==> src/sv/cdq_pkg.sv <==
// ----------------------------------------------------------------------------
// cdq_pkg
// shared types and constants for the circular deque unit
// ----------------------------------------------------------------------------
`default_nettype none

package cdq_pkg;

  localparam int WORD_W   = 32;
  localparam int OP_W     = 3;
  localparam int CAP_W    = 4;
  localparam logic [CAP_W-1:0] CAP_RESET = 4'd15;

  typedef enum logic [OP_W-1:0] {
    OP_PUSH_FRONT = 3'd0,
    OP_PUSH_BACK  = 3'd1,
    OP_POP_FRONT  = 3'd2,
    OP_POP_BACK   = 3'd3,
    OP_NOP        = 3'd4
  } opcode_t;

  typedef enum logic [1:0] {
    ST_IDLE,
    ST_READ,
    ST_LOAD
  } state_t;

  // controller to datapath
  typedef struct packed {
    logic exec;   // apply the accepted beat to the indices and the store
    logic read;   // fetch front and rear words
    logic load;   // move the result into the output register
  } cmd_t;

  // datapath to controller
  typedef struct packed {
    logic out_room;  // output register can take a result this cycle
  } status_t;

endpackage

`default_nettype wire

==> src/sv/cdq_ifs.sv <==
// ----------------------------------------------------------------------------
// cdq channel interfaces
// valid/ready channels for operation, result and capacity beats
// ----------------------------------------------------------------------------
`default_nettype none

interface cdq_in_if;
  import cdq_pkg::*;
  logic                     valid;
  logic                     ready;
  logic [OP_W-1:0]          opcode;
  logic signed [WORD_W-1:0] push_value;

  modport source (output valid, output opcode, output push_value, input ready);
  modport sink   (input valid, input opcode, input push_value, output ready);
endinterface

interface cdq_out_if;
  import cdq_pkg::*;
  logic                     valid;
  logic                     ready;
  logic                     ok;
  logic signed [WORD_W-1:0] front_value;
  logic signed [WORD_W-1:0] rear_value;
  logic                     is_empty;
  logic                     is_full;

  modport source (output valid, output ok, output front_value, output rear_value,
                  output is_empty, output is_full, input ready);
  modport sink   (input valid, input ok, input front_value, input rear_value,
                  input is_empty, input is_full, output ready);
endinterface

interface cdq_cfg_if;
  import cdq_pkg::*;
  logic             valid;
  logic             ready;
  logic [CAP_W-1:0] max_items;

  modport source (output valid, output max_items, input ready);
  modport sink   (input valid, input max_items, output ready);
endinterface

`default_nettype wire

==> src/sv/cdq_ram.sv <==
// ----------------------------------------------------------------------------
// cdq_ram
// generic ram, one write port, two registered read ports
// ----------------------------------------------------------------------------
`default_nettype none

module cdq_ram #(
  parameter int WIDTH = 32,
  parameter int DEPTH = 16
) (
  input  wire logic                     clk,
  input  wire logic                     we,
  input  wire logic [$clog2(DEPTH)-1:0] waddr,
  input  wire logic [WIDTH-1:0]         wdata,
  input  wire logic                     re,
  input  wire logic [$clog2(DEPTH)-1:0] raddr_a,
  input  wire logic [$clog2(DEPTH)-1:0] raddr_b,
  output logic      [WIDTH-1:0]         rdata_a,
  output logic      [WIDTH-1:0]         rdata_b
);

  logic [WIDTH-1:0] mem [DEPTH];

  always_ff @(posedge clk) begin
    if (we) begin
      mem[waddr] <= wdata;
    end
    if (re) begin
      rdata_a <= mem[raddr_a];
      rdata_b <= mem[raddr_b];
    end
  end

endmodule

`default_nettype wire

==> src/sv/cdq_ctrl.sv <==
// ----------------------------------------------------------------------------
// cdq_ctrl
// sequencer: accept a beat, fetch the ends, hand the result over
// ----------------------------------------------------------------------------
`default_nettype none

module cdq_ctrl (
  input  wire logic             clk,
  input  wire logic             rst_n,
  input  wire logic             in_valid,
  output logic                  in_ready,
  input  wire cdq_pkg::status_t status,
  output cdq_pkg::cmd_t         cmd
);
  import cdq_pkg::*;

  state_t state_r, state_nxt;

  always_ff @(posedge clk) begin
    if (!rst_n) begin
      state_r <= ST_IDLE;
    end else begin
      state_r <= state_nxt;
    end
  end

  always_comb begin
    state_nxt = state_r;
    in_ready  = 1'b0;
    cmd       = '0;
    unique case (state_r)
      ST_IDLE: begin
        in_ready = 1'b1;
        if (in_valid) begin
          cmd.exec  = 1'b1;
          state_nxt = ST_READ;
        end
      end
      ST_READ: begin
        cmd.read  = 1'b1;
        state_nxt = ST_LOAD;
      end
      ST_LOAD: begin
        if (status.out_room) begin
          cmd.load  = 1'b1;
          state_nxt = ST_IDLE;
        end
      end
      default: begin
        state_nxt = ST_IDLE;
      end
    endcase
  end

endmodule

`default_nettype wire

==> src/sv/cdq_dpath.sv <==
// ----------------------------------------------------------------------------
// cdq_dpath
// ring indices, capacity register, slot store and output register
// ----------------------------------------------------------------------------
`default_nettype none

module cdq_dpath #(
  parameter int RING_SLOTS = 16
) (
  input  wire logic                          clk,
  input  wire logic                          rst_n,
  input  wire cdq_pkg::cmd_t                 cmd,
  output cdq_pkg::status_t                   status,
  input  wire logic [cdq_pkg::OP_W-1:0]      in_opcode,
  input  wire logic signed [cdq_pkg::WORD_W-1:0] in_push_value,
  input  wire logic                          cfg_valid,
  output logic                               cfg_ready,
  input  wire logic [cdq_pkg::CAP_W-1:0]     cfg_max_items,
  output logic                               out_valid,
  input  wire logic                          out_ready,
  output logic                               out_ok,
  output logic signed [cdq_pkg::WORD_W-1:0]  out_front_value,
  output logic signed [cdq_pkg::WORD_W-1:0]  out_rear_value,
  output logic                               out_is_empty,
  output logic                               out_is_full
);
  import cdq_pkg::*;

  localparam int IDX_W = $clog2(RING_SLOTS);
  localparam int SZ_W  = IDX_W + 1;
  localparam int CMP_W = (SZ_W > CAP_W + 1) ? SZ_W : CAP_W + 1;

  logic [CAP_W-1:0] max_r;
  logic [IDX_W-1:0] front_r, front_nxt;
  logic [IDX_W-1:0] back_r, back_nxt;
  logic             ok_r, ok_nxt;

  logic [CMP_W-1:0] n_items;
  logic [CMP_W-1:0] size_want;
  logic [CMP_W-1:0] ring_size;
  logic [IDX_W-1:0] last_idx;
  logic [IDX_W-1:0] front_next, front_prev, back_next, back_prev;
  logic             is_empty, is_full;

  logic             ram_we;
  logic [IDX_W-1:0] ram_waddr;
  logic [WORD_W-1:0] rd_front, rd_rear;

  logic                     out_valid_r;
  logic                     out_ok_r;
  logic signed [WORD_W-1:0] out_front_r, out_rear_r;
  logic                     out_empty_r, out_full_r;

  // ring size = max(max_items, 1) + 1, capped at the physical slot count
  always_comb begin
    n_items   = (max_r == '0) ? CMP_W'(1) : CMP_W'(max_r);
    size_want = n_items + CMP_W'(1);
    ring_size = (size_want > CMP_W'(RING_SLOTS)) ? CMP_W'(RING_SLOTS) : size_want;
    last_idx  = IDX_W'(ring_size - CMP_W'(1));
  end

  // indices always stay below the ring size, so wrap tests are simple
  always_comb begin
    front_next = (front_r == last_idx) ? '0 : front_r + IDX_W'(1);
    front_prev = (front_r == '0) ? last_idx : front_r - IDX_W'(1);
    back_next  = (back_r == last_idx) ? '0 : back_r + IDX_W'(1);
    back_prev  = (back_r == '0) ? last_idx : back_r - IDX_W'(1);
    is_empty   = (front_r == back_r);
    is_full    = (back_next == front_r);
  end

  always_comb begin
    front_nxt = front_r;
    back_nxt  = back_r;
    ok_nxt    = 1'b1;
    ram_we    = 1'b0;
    ram_waddr = back_r;
    unique case (opcode_t'(in_opcode))
      OP_PUSH_FRONT: begin
        if (is_full) begin
          ok_nxt = 1'b0;
        end else begin
          front_nxt = front_prev;
          ram_we    = cmd.exec;
          ram_waddr = front_prev;
        end
      end
      OP_PUSH_BACK: begin
        if (is_full) begin
          ok_nxt = 1'b0;
        end else begin
          back_nxt  = back_next;
          ram_we    = cmd.exec;
          ram_waddr = back_r;
        end
      end
      OP_POP_FRONT: begin
        if (is_empty) begin
          ok_nxt = 1'b0;
        end else begin
          front_nxt = front_next;
        end
      end
      OP_POP_BACK: begin
        if (is_empty) begin
          ok_nxt = 1'b0;
        end else begin
          back_nxt = back_prev;
        end
      end
      default: begin
        ok_nxt = 1'b1;
      end
    endcase
  end

  always_ff @(posedge clk) begin
    if (!rst_n) begin
      max_r   <= CAP_RESET;
      front_r <= '0;
      back_r  <= '0;
    end else if (cfg_valid) begin
      max_r   <= cfg_max_items;
      front_r <= '0;
      back_r  <= '0;
    end else if (cmd.exec) begin
      front_r <= front_nxt;
      back_r  <= back_nxt;
    end
  end

  always_ff @(posedge clk) begin
    if (cmd.exec) begin
      ok_r <= ok_nxt;
    end
  end

  cdq_ram #(
    .WIDTH (WORD_W),
    .DEPTH (RING_SLOTS)
  ) u_ram (
    .clk     (clk),
    .we      (ram_we),
    .waddr   (ram_waddr),
    .wdata   (in_push_value),
    .re      (cmd.read),
    .raddr_a (front_r),
    .raddr_b (back_prev),
    .rdata_a (rd_front),
    .rdata_b (rd_rear)
  );

  always_ff @(posedge clk) begin
    if (!rst_n) begin
      out_valid_r <= 1'b0;
    end else if (cmd.load) begin
      out_valid_r <= 1'b1;
    end else if (out_ready) begin
      out_valid_r <= 1'b0;
    end
  end

  always_ff @(posedge clk) begin
    if (cmd.load) begin
      out_ok_r    <= ok_r;
      out_front_r <= is_empty ? '0 : rd_front;
      out_rear_r  <= is_empty ? '0 : rd_rear;
      out_empty_r <= is_empty;
      out_full_r  <= is_full;
    end
  end

  assign status.out_room = !out_valid_r || out_ready;
  assign cfg_ready       = 1'b1;
  assign out_valid       = out_valid_r;
  assign out_ok          = out_ok_r;
  assign out_front_value = out_front_r;
  assign out_rear_value  = out_rear_r;
  assign out_is_empty    = out_empty_r;
  assign out_is_full     = out_full_r;

endmodule

`default_nettype wire

==> src/sv/circular_deque_unit.sv <==
// ----------------------------------------------------------------------------
// circular_deque_unit
// bounded double-ended queue of signed words held in a ring of slots
// ----------------------------------------------------------------------------
//
//   channel   dir   payload                                        purpose
//   in_ch     in    opcode, push_value                             one operation
//   out_ch    out   ok, front_value, rear_value, is_empty, is_full state after it
//   cfg_ch    in    max_items                                      capacity, clears
//
// each operation runs in order: apply and write the store, read both
// ends from the store's registered port, load the output register
// the next operation is taken while a result still waits in the output
// register; only the load step waits on out_ch.ready
// reset empties the deque and sets the capacity to fifteen
// a capacity beat clears both indices and is taken at any time
//
`default_nettype none

module circular_deque_unit #(
  parameter int RING_SLOTS = 16
) (
  input  wire logic  clk,
  input  wire logic  rst_n,
  cdq_in_if.sink     in_ch,
  cdq_out_if.source  out_ch,
  cdq_cfg_if.sink    cfg_ch
);
  import cdq_pkg::*;

  cmd_t    cmd;     // sequencer commands
  status_t status;  // datapath feedback

  // sequencer: idle, read, load
  cdq_ctrl u_ctrl (
    .clk      (clk),
    .rst_n    (rst_n),
    .in_valid (in_ch.valid),
    .in_ready (in_ch.ready),
    .status   (status),
    .cmd      (cmd)
  );

  // indices, store and output register
  cdq_dpath #(
    .RING_SLOTS (RING_SLOTS)
  ) u_dpath (
    .clk             (clk),
    .rst_n           (rst_n),
    .cmd             (cmd),
    .status          (status),
    .in_opcode       (in_ch.opcode),
    .in_push_value   (in_ch.push_value),
    .cfg_valid       (cfg_ch.valid),
    .cfg_ready       (cfg_ch.ready),
    .cfg_max_items   (cfg_ch.max_items),
    .out_valid       (out_ch.valid),
    .out_ready       (out_ch.ready),
    .out_ok          (out_ch.ok),
    .out_front_value (out_ch.front_value),
    .out_rear_value  (out_ch.rear_value),
    .out_is_empty    (out_ch.is_empty),
    .out_is_full     (out_ch.is_full)
  );

endmodule

`default_nettype wire

==> src/flat_wrapper.sv <==
// flat-port wrapper written by rule: the top's interface ports become plain ports
module circular_deque_unit_flat import cdq_pkg::*;
#(
  parameter int RING_SLOTS = 16
)
  (clk, rst_n, in_ch_valid, in_ch_opcode, in_ch_push_value, in_ch_ready, out_ch_valid, out_ch_ok, out_ch_front_value, out_ch_rear_value, out_ch_is_empty, out_ch_is_full, out_ch_ready, cfg_ch_valid, cfg_ch_max_items, cfg_ch_ready);
  cdq_in_if in_ch_i ();
  cdq_out_if out_ch_i ();
  cdq_cfg_if cfg_ch_i ();
  input  wire logic clk;
  input  wire logic rst_n;
  input wire logic [$bits(in_ch_i.valid)-1:0] in_ch_valid;
  input wire logic [$bits(in_ch_i.opcode)-1:0] in_ch_opcode;
  input wire logic [$bits(in_ch_i.push_value)-1:0] in_ch_push_value;
  output wire logic [$bits(in_ch_i.ready)-1:0] in_ch_ready;
  output wire logic [$bits(out_ch_i.valid)-1:0] out_ch_valid;
  output wire logic [$bits(out_ch_i.ok)-1:0] out_ch_ok;
  output wire logic [$bits(out_ch_i.front_value)-1:0] out_ch_front_value;
  output wire logic [$bits(out_ch_i.rear_value)-1:0] out_ch_rear_value;
  output wire logic [$bits(out_ch_i.is_empty)-1:0] out_ch_is_empty;
  output wire logic [$bits(out_ch_i.is_full)-1:0] out_ch_is_full;
  input wire logic [$bits(out_ch_i.ready)-1:0] out_ch_ready;
  input wire logic [$bits(cfg_ch_i.valid)-1:0] cfg_ch_valid;
  input wire logic [$bits(cfg_ch_i.max_items)-1:0] cfg_ch_max_items;
  output wire logic [$bits(cfg_ch_i.ready)-1:0] cfg_ch_ready;
  assign in_ch_i.valid = in_ch_valid;
  assign in_ch_i.opcode = in_ch_opcode;
  assign in_ch_i.push_value = in_ch_push_value;
  assign in_ch_ready = in_ch_i.ready;
  assign out_ch_valid = out_ch_i.valid;
  assign out_ch_ok = out_ch_i.ok;
  assign out_ch_front_value = out_ch_i.front_value;
  assign out_ch_rear_value = out_ch_i.rear_value;
  assign out_ch_is_empty = out_ch_i.is_empty;
  assign out_ch_is_full = out_ch_i.is_full;
  assign out_ch_i.ready = out_ch_ready;
  assign cfg_ch_i.valid = cfg_ch_valid;
  assign cfg_ch_i.max_items = cfg_ch_max_items;
  assign cfg_ch_ready = cfg_ch_i.ready;
  circular_deque_unit #(.RING_SLOTS(RING_SLOTS)) u_core (.clk(clk), .rst_n(rst_n), .in_ch(in_ch_i), .out_ch(out_ch_i), .cfg_ch(cfg_ch_i));
endmodule
==> config.mk <==
export PLATFORM = sky130hd
export DESIGN_NAME = circular_deque_unit_flat
export DESIGN_NICKNAME = d
export VERILOG_FILES = /design/src/sv/cdq_pkg.sv /design/src/sv/cdq_ifs.sv /design/src/sv/cdq_ram.sv /design/src/sv/cdq_ctrl.sv /design/src/sv/cdq_dpath.sv /design/src/sv/circular_deque_unit.sv /design/src/flat_wrapper.sv
export SDC_FILE = /design/constraint.sdc
export NUM_CORES = 1
export LEC_CHECK = 0
export BUFFER_PORTS_ARGS = -buffer_cell sky130_fd_sc_hd__buf_2
export CAP_MARGIN = 20
export CORE_UTILIZATION = 60
export DETAILED_ROUTE_END_ITERATION = 16
export PLACE_DENSITY = 0.85
export SYNTH_ARGS = -nofsm -noshare
export SYNTH_HDL_FRONTEND = slang
export SYNTH_HIERARCHICAL = 1
export SYNTH_SLANG_ARGS = --single-unit
==> constraint.sdc <==
create_clock -name clk -period 8.7 [get_ports clk]
set_input_delay 0 -clock clk [delete_from_list [all_inputs] [get_ports clk]]
set_output_delay 0 -clock clk [all_outputs]
set_load 0.01 [all_outputs]
==> impl_metrics.json <==
{
  "hold_viol_final": 0,
  "rsz0062_at_grt": "no",
  "dp_cells": 2131,
  "syn_area_mm2": 0.02887,
  "die_y_um": 221.4,
  "vias": 16498,
  "numCtsBuffers": 61,
  "final_common_cell": "edfxtp_1",
  "hold_depth": 3,
  "syn_area_per_cell_um2": 19.46,
  "p_per_area_mw_per_mm2": 204.1,
  "outcome": "complete, no violations",
  "crit_arrival_ps": 5820,
  "ir_worst_vdd_uv": 152.7,
  "async_reset_ff_share_pct": 0,
  "postCtsHoldBufs": 54,
  "period_needed_ps": 5566,
  "drv_slew": 0,
  "grt_pass1_vias": 17025,
  "path_clk_slew_ps": 60,
  "final_core_util_pct": 69.09,
  "end_kind": "flop",
  "syn2layout_area_growth_pct": 14.02,
  "num_antenna_cells": 0,
  "die_x_um": 221.4,
  "viasPerCell": 7.161,
  "dieArea_mm2": 0.04900,
  "ys_seq_elements": 659,
  "setup_viol": 0,
  "overflow": 0,
  "fin_cells": 2304,
  "yosysWarnings": 6,
  "grt_antenna_before_repair": 1,
  "wl_per_cell_um": 31.33,
  "cts.sinks": 659,
  "drt-initial-drc-count": 2187,
  "cp_max_fo": 46,
  "drive_above_1_share_pct": 31.73,
  "synth_enable_flop_cells": 644,
  "h-tree-depth": 2,
  "crit_slowest_cell": "nor3_2",
  "grt_pass1_wl_mm": 106.6,
  "syn_inst": 1484,
  "grt_util_all_layers_pct": 29.51,
  "maxCapViolCount": 0,
  "clk_path_buf_depth": 3,
  "ant_nets": 0,
  "worstMarginPinSlew_ps": 1180,
  "regToRegSetupSlack_ps": 3130,
  "gp_congestion": 0.8335,
  "synthFlopType": "edfxtp_1",
  "hpwl_mm": 36.96,
  "hold_ws_ps": 279.3,
  "core_area_mm2": 0.04765,
  "start_kind": "flop",
  "ff2ff_path_depth": 10,
  "finalSetupTns_ps": 0,
  "synth_cell_types": 59,
  "synth_nets": 1532,
  "portBuffers": 112,
  "synth_seq_area_share_pct": 68.02,
  "fin_crit_sh_pct": 63.98,
  "mostFrequentLayoutCells": "edfxtp_1, mux4_2, a22oi_1",
  "cts_tree": "done",
  "fmax_mhz": 179.7,
  "first_pass_iters": 6,
  "clkLatencyLatePin_ps": 640,
  "root_buffer": "clkbuf_16",
  "max-slew-margin-rel_pct": 21.33,
  "leakagePower_nw": 10.53,
  "crit_chain": "inv_1 -> nand4_1 -> mux2i_1 -> a211o_1 -> or2_4 -> and2_2 -> nor4b_1 -> nand3_1 -> nor3_2 -> buf_4",
  "drc": 0,
  "grt_max_degree": 81,
  "finalWirelength_mm": 72.17,
  "ctsResizeCount": 0,
  "finClkSkew_ps": 33.27,
  "required_ps": 8960,
  "max_stage_delay_ps": 950,
  "start_util_pct": 60.60,
  "hold_class": "input port to flop",
  "post_cts_buffers": 0,
  "path_class": "flop to flop",
  "num_io_pins": 114,
  "nets": 1689,
  "rows": 80
}
worst paths after layout:
| path | endpoint | from |
|---|---|---|
| setup reg to reg | u_core/u_dpath/u_ram/mem[12][12]$_DFFE_PP_ | u_core/u_dpath/front_r[0]$_SDFFE_PP0P_ |
| hold / removal | u_core/u_dpath/out_valid$_SDFFE_PN0P_ | rst_n |
| setup / recovery | u_core/u_dpath/u_ram/mem[12][12]$_DFFE_PP_ | u_core/u_dpath/front_r[0]$_SDFFE_PP0P_ |
| hold reg to reg | u_core/u_dpath/out_ok$_DFFE_PP_ | u_core/u_dpath/ok_r$_DFFE_PP_ |
area by class of cell:
cell class	count	area [µm²]
Sequential cell	659	19650
Fill cell	2757	14730
Multi-Input combinational cell	705	8841
Clock buffer	71	1585
Timing Repair Buffer	201	1539
Tap cell	615	769.5
Clock inverter	40	490.5
Inverter	13	48.80
worst max-delay path: cells and delay by family, from the launching register on:
kind | cells | cell delay (ps)
buffers and inverters | 2 | 850
flip-flops | 1 | 910
AND/OR/NAND/NOR | 6 | 3010
multiplexers | 1 | 90
AO/OA/AOI/OAI | 1 | 300
cell families after synthesis:
logic type                 after synthesis  share of synthesized area, %
other                                    1                       0.01299
adders and majority gates                4                        0.1734
and+or+nand+nor                        235                         4.139
muxes                                  272                         20.54
DFF                                    659                         68.02
buffers and inverters                  120                         2.006
AOI/OAI and AO/OA                      178                         4.533
xor gates and xnor gates                15                        0.5721
sequential cells by signal, indices dropped and copies added, names as in the netlist:
signal,cells
u_core/u_dpath/out_rear_value,32
u_core/u_dpath/out_is_empty,1
u_core/u_dpath/out_front_value,32
u_core/u_dpath/out_valid,1
u_core/u_dpath/u_ram/rdata_b,32
u_core/u_dpath/ok_r,1
u_core/u_dpath/back_r,4
u_core/u_dpath/out_ok,1
u_core/u_dpath/out_is_full,1
u_core/u_ctrl/state_r,2
u_core/u_dpath/max_r,4
u_core/u_dpath/u_ram/rdata_a,32
u_core/u_dpath/u_ram/mem,512
u_core/u_dpath/front_r,4
stage by stage:
stage	instance area, µm²	worst slack (ps)	power [mW]
2_1_floorplan	28870	3159	3.835
3_3_place_gp	30070	3607	3.955
3_5_place_dp	30110	3501	3.968
4_1_cts	32720	3313	6.724
5_1_grt	32920	2851	6.869
6_report	32920	3134	6.718
Yosys cell counts (2+ instances only):
| master | instances | area share (%) |
|---|---|---|
| xor2_1 | 6 | 0.18 |
| a22o_1 | 4 | 0.12 |
| nor3b_1 | 2 | 0.052 |
| and2_1 | 69 | 1.5 |
| nand3b_1 | 2 | 0.052 |
| xnor2_1 | 6 | 0.18 |
| nand3_1 | 5 | 0.087 |
| nand2b_1 | 6 | 0.13 |
| inv_1 | 13 | 0.17 |
| buf_6 | 2 | 0.078 |
| nand2_1 | 95 | 1.2 |
| dfxtp_1 | 15 | 1.0 |
| nor2b_1 | 6 | 0.13 |
| xnor2_2 | 2 | 0.11 |
| a21boi_0 | 2 | 0.052 |
| o22ai_1 | 4 | 0.087 |
| edfxtp_1 | 644 | 67 |
| mux4_2 | 256 | 20 |
| a22oi_1 | 128 | 3.3 |
| nor3_1 | 7 | 0.12 |
| mux2i_1 | 15 | 0.52 |
| buf_2 | 17 | 0.29 |
| ha_1 | 4 | 0.17 |
| o21a_1 | 5 | 0.13 |
| buf_1 | 14 | 0.18 |
| o21ai_0 | 12 | 0.21 |
| nor3_2 | 2 | 0.069 |
| clkbuf_1 | 51 | 0.66 |
| a21oi_1 | 10 | 0.17 |
| nor2_1 | 25 | 0.33 |
| nand4_1 | 3 | 0.065 |
| buf_4 | 22 | 0.57 |
| o211ai_1 | 4 | 0.10 |
metal layers:
| layer | up-vias | GRT usage (%) | routed length, µm |
|---|---|---|---|
| li1 | 6532 | - | - |
| met1 | 8501 | 39.51 | 25220 |
| met2 | 1233 | 48.55 | 36700 |
| met3 | 230 | 5.112 | 7377 |
| met4 | 2 | 12.50 | 2861 |
| met5 | - | 0 | 11 |
power by group:
group / total (mW) / switching, mW / internal [mW]
registers: 3.54 / 0.0180 / 3.53
logic: 0.394 / 0.231 / 0.163
clock network: 2.78 / 1.18 / 1.60
total: 6.72 / 1.43 / 5.29
Power figures use the tool's default switching activity.
